### config.mk
export PLATFORM = sky130hd
export DESIGN_NAME = mqrf_ctrl
export DESIGN_NICKNAME = d
export VERILOG_FILES = /design/src/sv/mqrf_pkg.sv /design/src/sv/mqrf_ctrl.sv
export SDC_FILE = /design/constraint.sdc
export NUM_CORES = 1
export LEC_CHECK = 0
export BUFFER_PORTS_ARGS = -buffer_cell sky130_fd_sc_hd__buf_4
export CORE_AREA = 4 4 41 43
export DETAILED_ROUTE_END_ITERATION = 7
export DIE_AREA = 0 0 45 47
export PLACE_DENSITY = 0.3
export SYNTH_ARGS = -nofsm -noshare
export SYNTH_HDL_FRONTEND = slang
export SYNTH_SLANG_ARGS = --single-unit
### constraint.sdc
create_clock -name clk -period 1.05 [get_ports clk]
set_input_delay 0.21 -clock clk [delete_from_list [all_inputs] [get_ports clk]]
set_output_delay 0.21 -clock clk [all_outputs]
set_load 0.01 [all_outputs]
### src/sv/mqrf_pkg.sv
package mqrf_pkg;

  // Field widths of the transaction payloads
  localparam int unsigned OPCODE_W  = 2;
  localparam int unsigned INTF_W    = 2;
  localparam int unsigned QSEL_W    = 1;
  localparam int unsigned FRAME_W   = 64;
  localparam int unsigned STATUS_W  = 2;
  localparam int unsigned FREE_W    = 4;

  // Largest free count the result field can show
  localparam logic [FREE_W-1:0] FREE_MAX = 4'd15;

  // Operation codes
  localparam logic [OPCODE_W-1:0] OP_PUSH  = 2'd0;
  localparam logic [OPCODE_W-1:0] OP_POP   = 2'd1;
  localparam logic [OPCODE_W-1:0] OP_QUERY = 2'd2;
  localparam logic [OPCODE_W-1:0] OP_CLEAR = 2'd3;

  // Status codes
  localparam logic [STATUS_W-1:0] STAT_OK    = 2'd0;
  localparam logic [STATUS_W-1:0] STAT_FULL  = 2'd1;
  localparam logic [STATUS_W-1:0] STAT_EMPTY = 2'd2;

  // Commands from the controller to the datapath
  typedef struct packed {
    logic accept;    // execute the input transaction this cycle
    logic load_out;  // move the pending result into the output register
  } mqrf_cmd_t;

endpackage

### src/sv/mqrf_ctrl.sv
module mqrf_ctrl
  import mqrf_pkg::*;
(
  input  logic      clk,
  input  logic      rst_n,
  input  logic      in_valid,
  output logic      in_ready,
  output logic      out_valid,
  input  logic      out_ready,
  output mqrf_cmd_t cmd
);

  // Occupancy of the pending stage and the output register
  localparam logic [1:0] S_IDLE = 2'b00;
  localparam logic [1:0] S_PEND = 2'b01;
  localparam logic [1:0] S_OUT  = 2'b10;
  localparam logic [1:0] S_BOTH = 2'b11;

  logic [1:0] state_r, state_nxt;
  logic       pend_v, out_v, move, acc, take, pend_nxt, out_nxt;

  always_comb begin
    unique case (state_r)
      S_IDLE: begin pend_v = 1'b0; out_v = 1'b0; end
      S_PEND: begin pend_v = 1'b1; out_v = 1'b0; end
      S_OUT:  begin pend_v = 1'b0; out_v = 1'b1; end
      S_BOTH: begin pend_v = 1'b1; out_v = 1'b1; end
      default: begin pend_v = 1'b0; out_v = 1'b0; end
    endcase
  end

  assign take     = out_v && out_ready;
  assign move     = pend_v && (!out_v || out_ready);
  assign in_ready = !pend_v || move;
  assign acc      = in_valid && in_ready;
  assign pend_nxt = acc || (pend_v && !move);
  assign out_nxt  = move || (out_v && !take);

  always_comb begin
    unique case ({out_nxt, pend_nxt})
      2'b00:   state_nxt = S_IDLE;
      2'b01:   state_nxt = S_PEND;
      2'b10:   state_nxt = S_OUT;
      2'b11:   state_nxt = S_BOTH;
      default: state_nxt = S_IDLE;
    endcase
  end

  always_ff @(posedge clk) begin
    if (!rst_n) begin
      state_r <= S_IDLE;
    end else begin
      state_r <= state_nxt;
    end
  end

  assign out_valid    = out_v;
  assign cmd.accept   = acc;
  assign cmd.load_out = move;

  a_accept_fills_pend: assert property (@(posedge clk) disable iff (!rst_n)
    acc |=> pend_v)
    else $error("accepted transaction did not reach the pending stage");

  a_out_from_pend: assert property (@(posedge clk) disable iff (!rst_n)
    $rose(out_v) |-> $past(pend_v))
    else $error("result appeared without a pending transaction");

endmodule

==> flow_metrics.py <==
metrics = {
    "status": {
        "status": "finished, violations left",
        "failed_checks": "negative setup slack",
    },
    "timing": {
        "final_hold_viol_count": 0,
        "fin_setup_tns_ns": -0.1477,
        "slew_headroom_pct": 91.28,
        "drv_slew": 0,
        "clock_skew_ns": 0.001386,
        "setup_viol": 3,
        "max_freq_mhz": 892.3,
        "period_minus_slack_ns": 1.121,
        "worst_slew_pin_slew_ns": 0.1304,
        "worst_slack_ns": -0.07071,
        "finalCritPeriodShare_pct": 106.7,
        "rsz0062_at_grt": "true",
    },
    "finish": {
        "area_growth_syn_to_layout_pct": 89.29,
        "n_fill_cell": 157,
        "regMostFlops": "state_r",
        "final_nets": 26,
        "largest_register_ffs": 2,
        "antenna_cells": 0,
        "drive_gt1_share_pct": 75.00,
        "post-route-util_pct": 15.29,
        "largestRegisters": "state_r (2)",
        "finish.instance_area_um2": 198.9,
    },
    "power": {
        "p_int_mw": 0.2336,
        "swShare_pct": 20.52,
        "peakVddDrop_mv": 0.3378,
        "leakage_nw": 0.09040,
        "p_sw_mw": 0.06031,
        "clockPowerShare_pct": 56.8,
        "p_seq_share_pct": 29.2,
        "power_frac_comb_pct": 14.0,
        "power.density_nw_per_um2": 1477,
        "power.total_mw": 0.2939,
    },
    "floorplanning": {
        "core_area_um2": 1301,
        "die_y_um": 47,
        "die-width_um": 45,
        "io_pins": 8,
        "rows": 13,
        "start_util_pct": 8.077,
        "die-area_um2": 2115,
    },
    "clock_tree": {
        "path_clk_slew_ns": 0.03,
        "worstSkewPairLatency_ns": 0.22,
        "clockBufferDepth": 2,
        "htreeDepth": 1,
        "cts_buffers": 3,
        "cts-root-buf": "clkbuf_4",
        "clock_sinks": 2,
        "tritoncts": "yes",
    },
    "global_routing": {
        "grt_first_pass_wirelength_um": 489,
        "antenna_found_initial": 0,
        "grt_max_degree": 5,
        "grt_overflow": 0,
        "grt_pass1_vias": 119,
        "grt_util_all_layers_pct": 4.334,
    },
    "setup_path": {
        "cp-start-kind": "flop",
        "crit_fanout": 3,
        "endpoint_kind": "output pin",
        "arrival_ns": 0.91,
        "crit_required_ns": 0.84,
        "worstSetupPathType": "reg -> out",
    },
    "min_path": {
        "hold_path.class": "in -> reg",
    },
    "logic_synthesis": {
        "synth_area_um2": 105.1,
        "avgSynthCellArea_um2": 8.758,
        "synth-seq-cells": 2,
        "syn_nets": 16,
        "ys_types": 10,
        "yosys_warnings": 0,
        "ys_seq_area_share_pct": 38.10,
        "syn_inst": 12,
    },
    "route": {
        "drt_iter0_drc": 1,
        "routed_wl_um": 282,
        "routedWlPerCell_um": 8.057,
        "viasPerCell": 2.914,
        "postRouteAntennaNets": 0,
        "routed-via-count": 102,
        "dr.pass1.iters": 2,
        "drc_errors": 0,
    },
    "place": {
        "dpl_cell_area_um2": 157.7,
        "port_buffers": 7,
        "gp_congestion": 0.5464,
    },
    "flow_run": {
        "drv_cap": 0,
    },
}
-- worst paths after layout --
path / from / endpoint / slack (ns) / cells after the start
min reg2reg: state_r[0] / state_r[1] / 0.49 / 1
max reg2reg: state_r[0] / state_r[0] / 0.34 / 2
min: rst_n / state_r[1] / 0.20 / 2
max: state_r[1] / cmd[1] / -0.07 / 3
-- final cells by class --
class	count	area, um2	area share, %
repair buffers	8	60.06	30.19
multi-input cells	6	51.30	25.79
flip-flops and latches	2	42.54	21.38
clock buffers	3	22.52	11.32
well taps	15	18.77	9.434
inverters	1	3.754	1.887
-- routing by layer --
metal / global-route usage, % / vias to the layer above / wire length (um)
met3: 6.513 / 0 / 60
met2: 4.237 / 7 / 112
met4: 5.263 / 0 / 0
li1: - / 53 / -
met1: 3.160 / 42 / 109
met5: 0 / - / 0
-- through the flow --
step	setup WS [ns]	hold slack [ns]	std cells
6_report	-0.07071	0.1981	35
5_1_grt	-0.1382	0.1986	35
4_1_cts	-0.08581	0.1876	35
3_5_place_dp	0.05981	0.4255	31
3_3_place_gp	0.08312	0.4232	31
2_1_floorplan	0.1402	0.3276	12
-- critical path, cell delays in order (launching register included) --
cell and delay (ns):
dfxtp_2 0.31, nor2b_4 0.13, a21oi_2 0.12, buf_4 0.13
-- cells in the final DEF, fill, tap and decap left out, drive strengths merged --
cell type | Yosys | final
a21boi | 1 | 1
nand3b | 1 | 1
a21oi | 1 | 1
dfxtp | 2 | 2
buf | 2 | 8
inv | 1 | 1
clkbuf | 1 | 3
nor2b | 2 | 2
o21a | 1 | 1
-- synthesized netlist by cell type --
master	instances	area (um2)
a21boi_1	1	7.510
a21oi_1	1	5.000
buf_4	2	15.01
clkbuf_1	1	3.750
dfxtp_1	2	40.04
inv_1	1	3.750
nand3b_1	1	7.510
nor2b_1	1	6.260
nor2b_2	1	8.760
o21a_1	1	7.510
-- power groups by stage --
stage,clock network (mW),registers (mW),logic (mW)
3_3_place_gp,0,0.0852,0.0351
5_1_grt,0.196,0.0865,0.0449
6_report,0.167,0.0859,0.0411
3_5_place_dp,0,0.0856,0.0355
2_1_floorplan,0,0.0844,0.0210
4_1_cts,0.181,0.0861,0.0416
-- cell families after synthesis --
| kind of cell | after synthesis | synth area share (%) |
|---|---|---|
| flip-flops | 2 | 38.10 |
| AO/OA/AOI/OAI | 3 | 19.05 |
| buffers and inverters | 4 | 21.42 |
| AND/OR/NAND/NOR | 3 | 21.44 |
-- what timing repair did --
item,in CTS,in global routing
setup buffers,1,0
gates cloned,0,0
resized for setup,4,0
hold buffers,0,0
endpoints found under the setup margin,3,3
pin swaps,1,0
(Power assumes the default switching activity.)
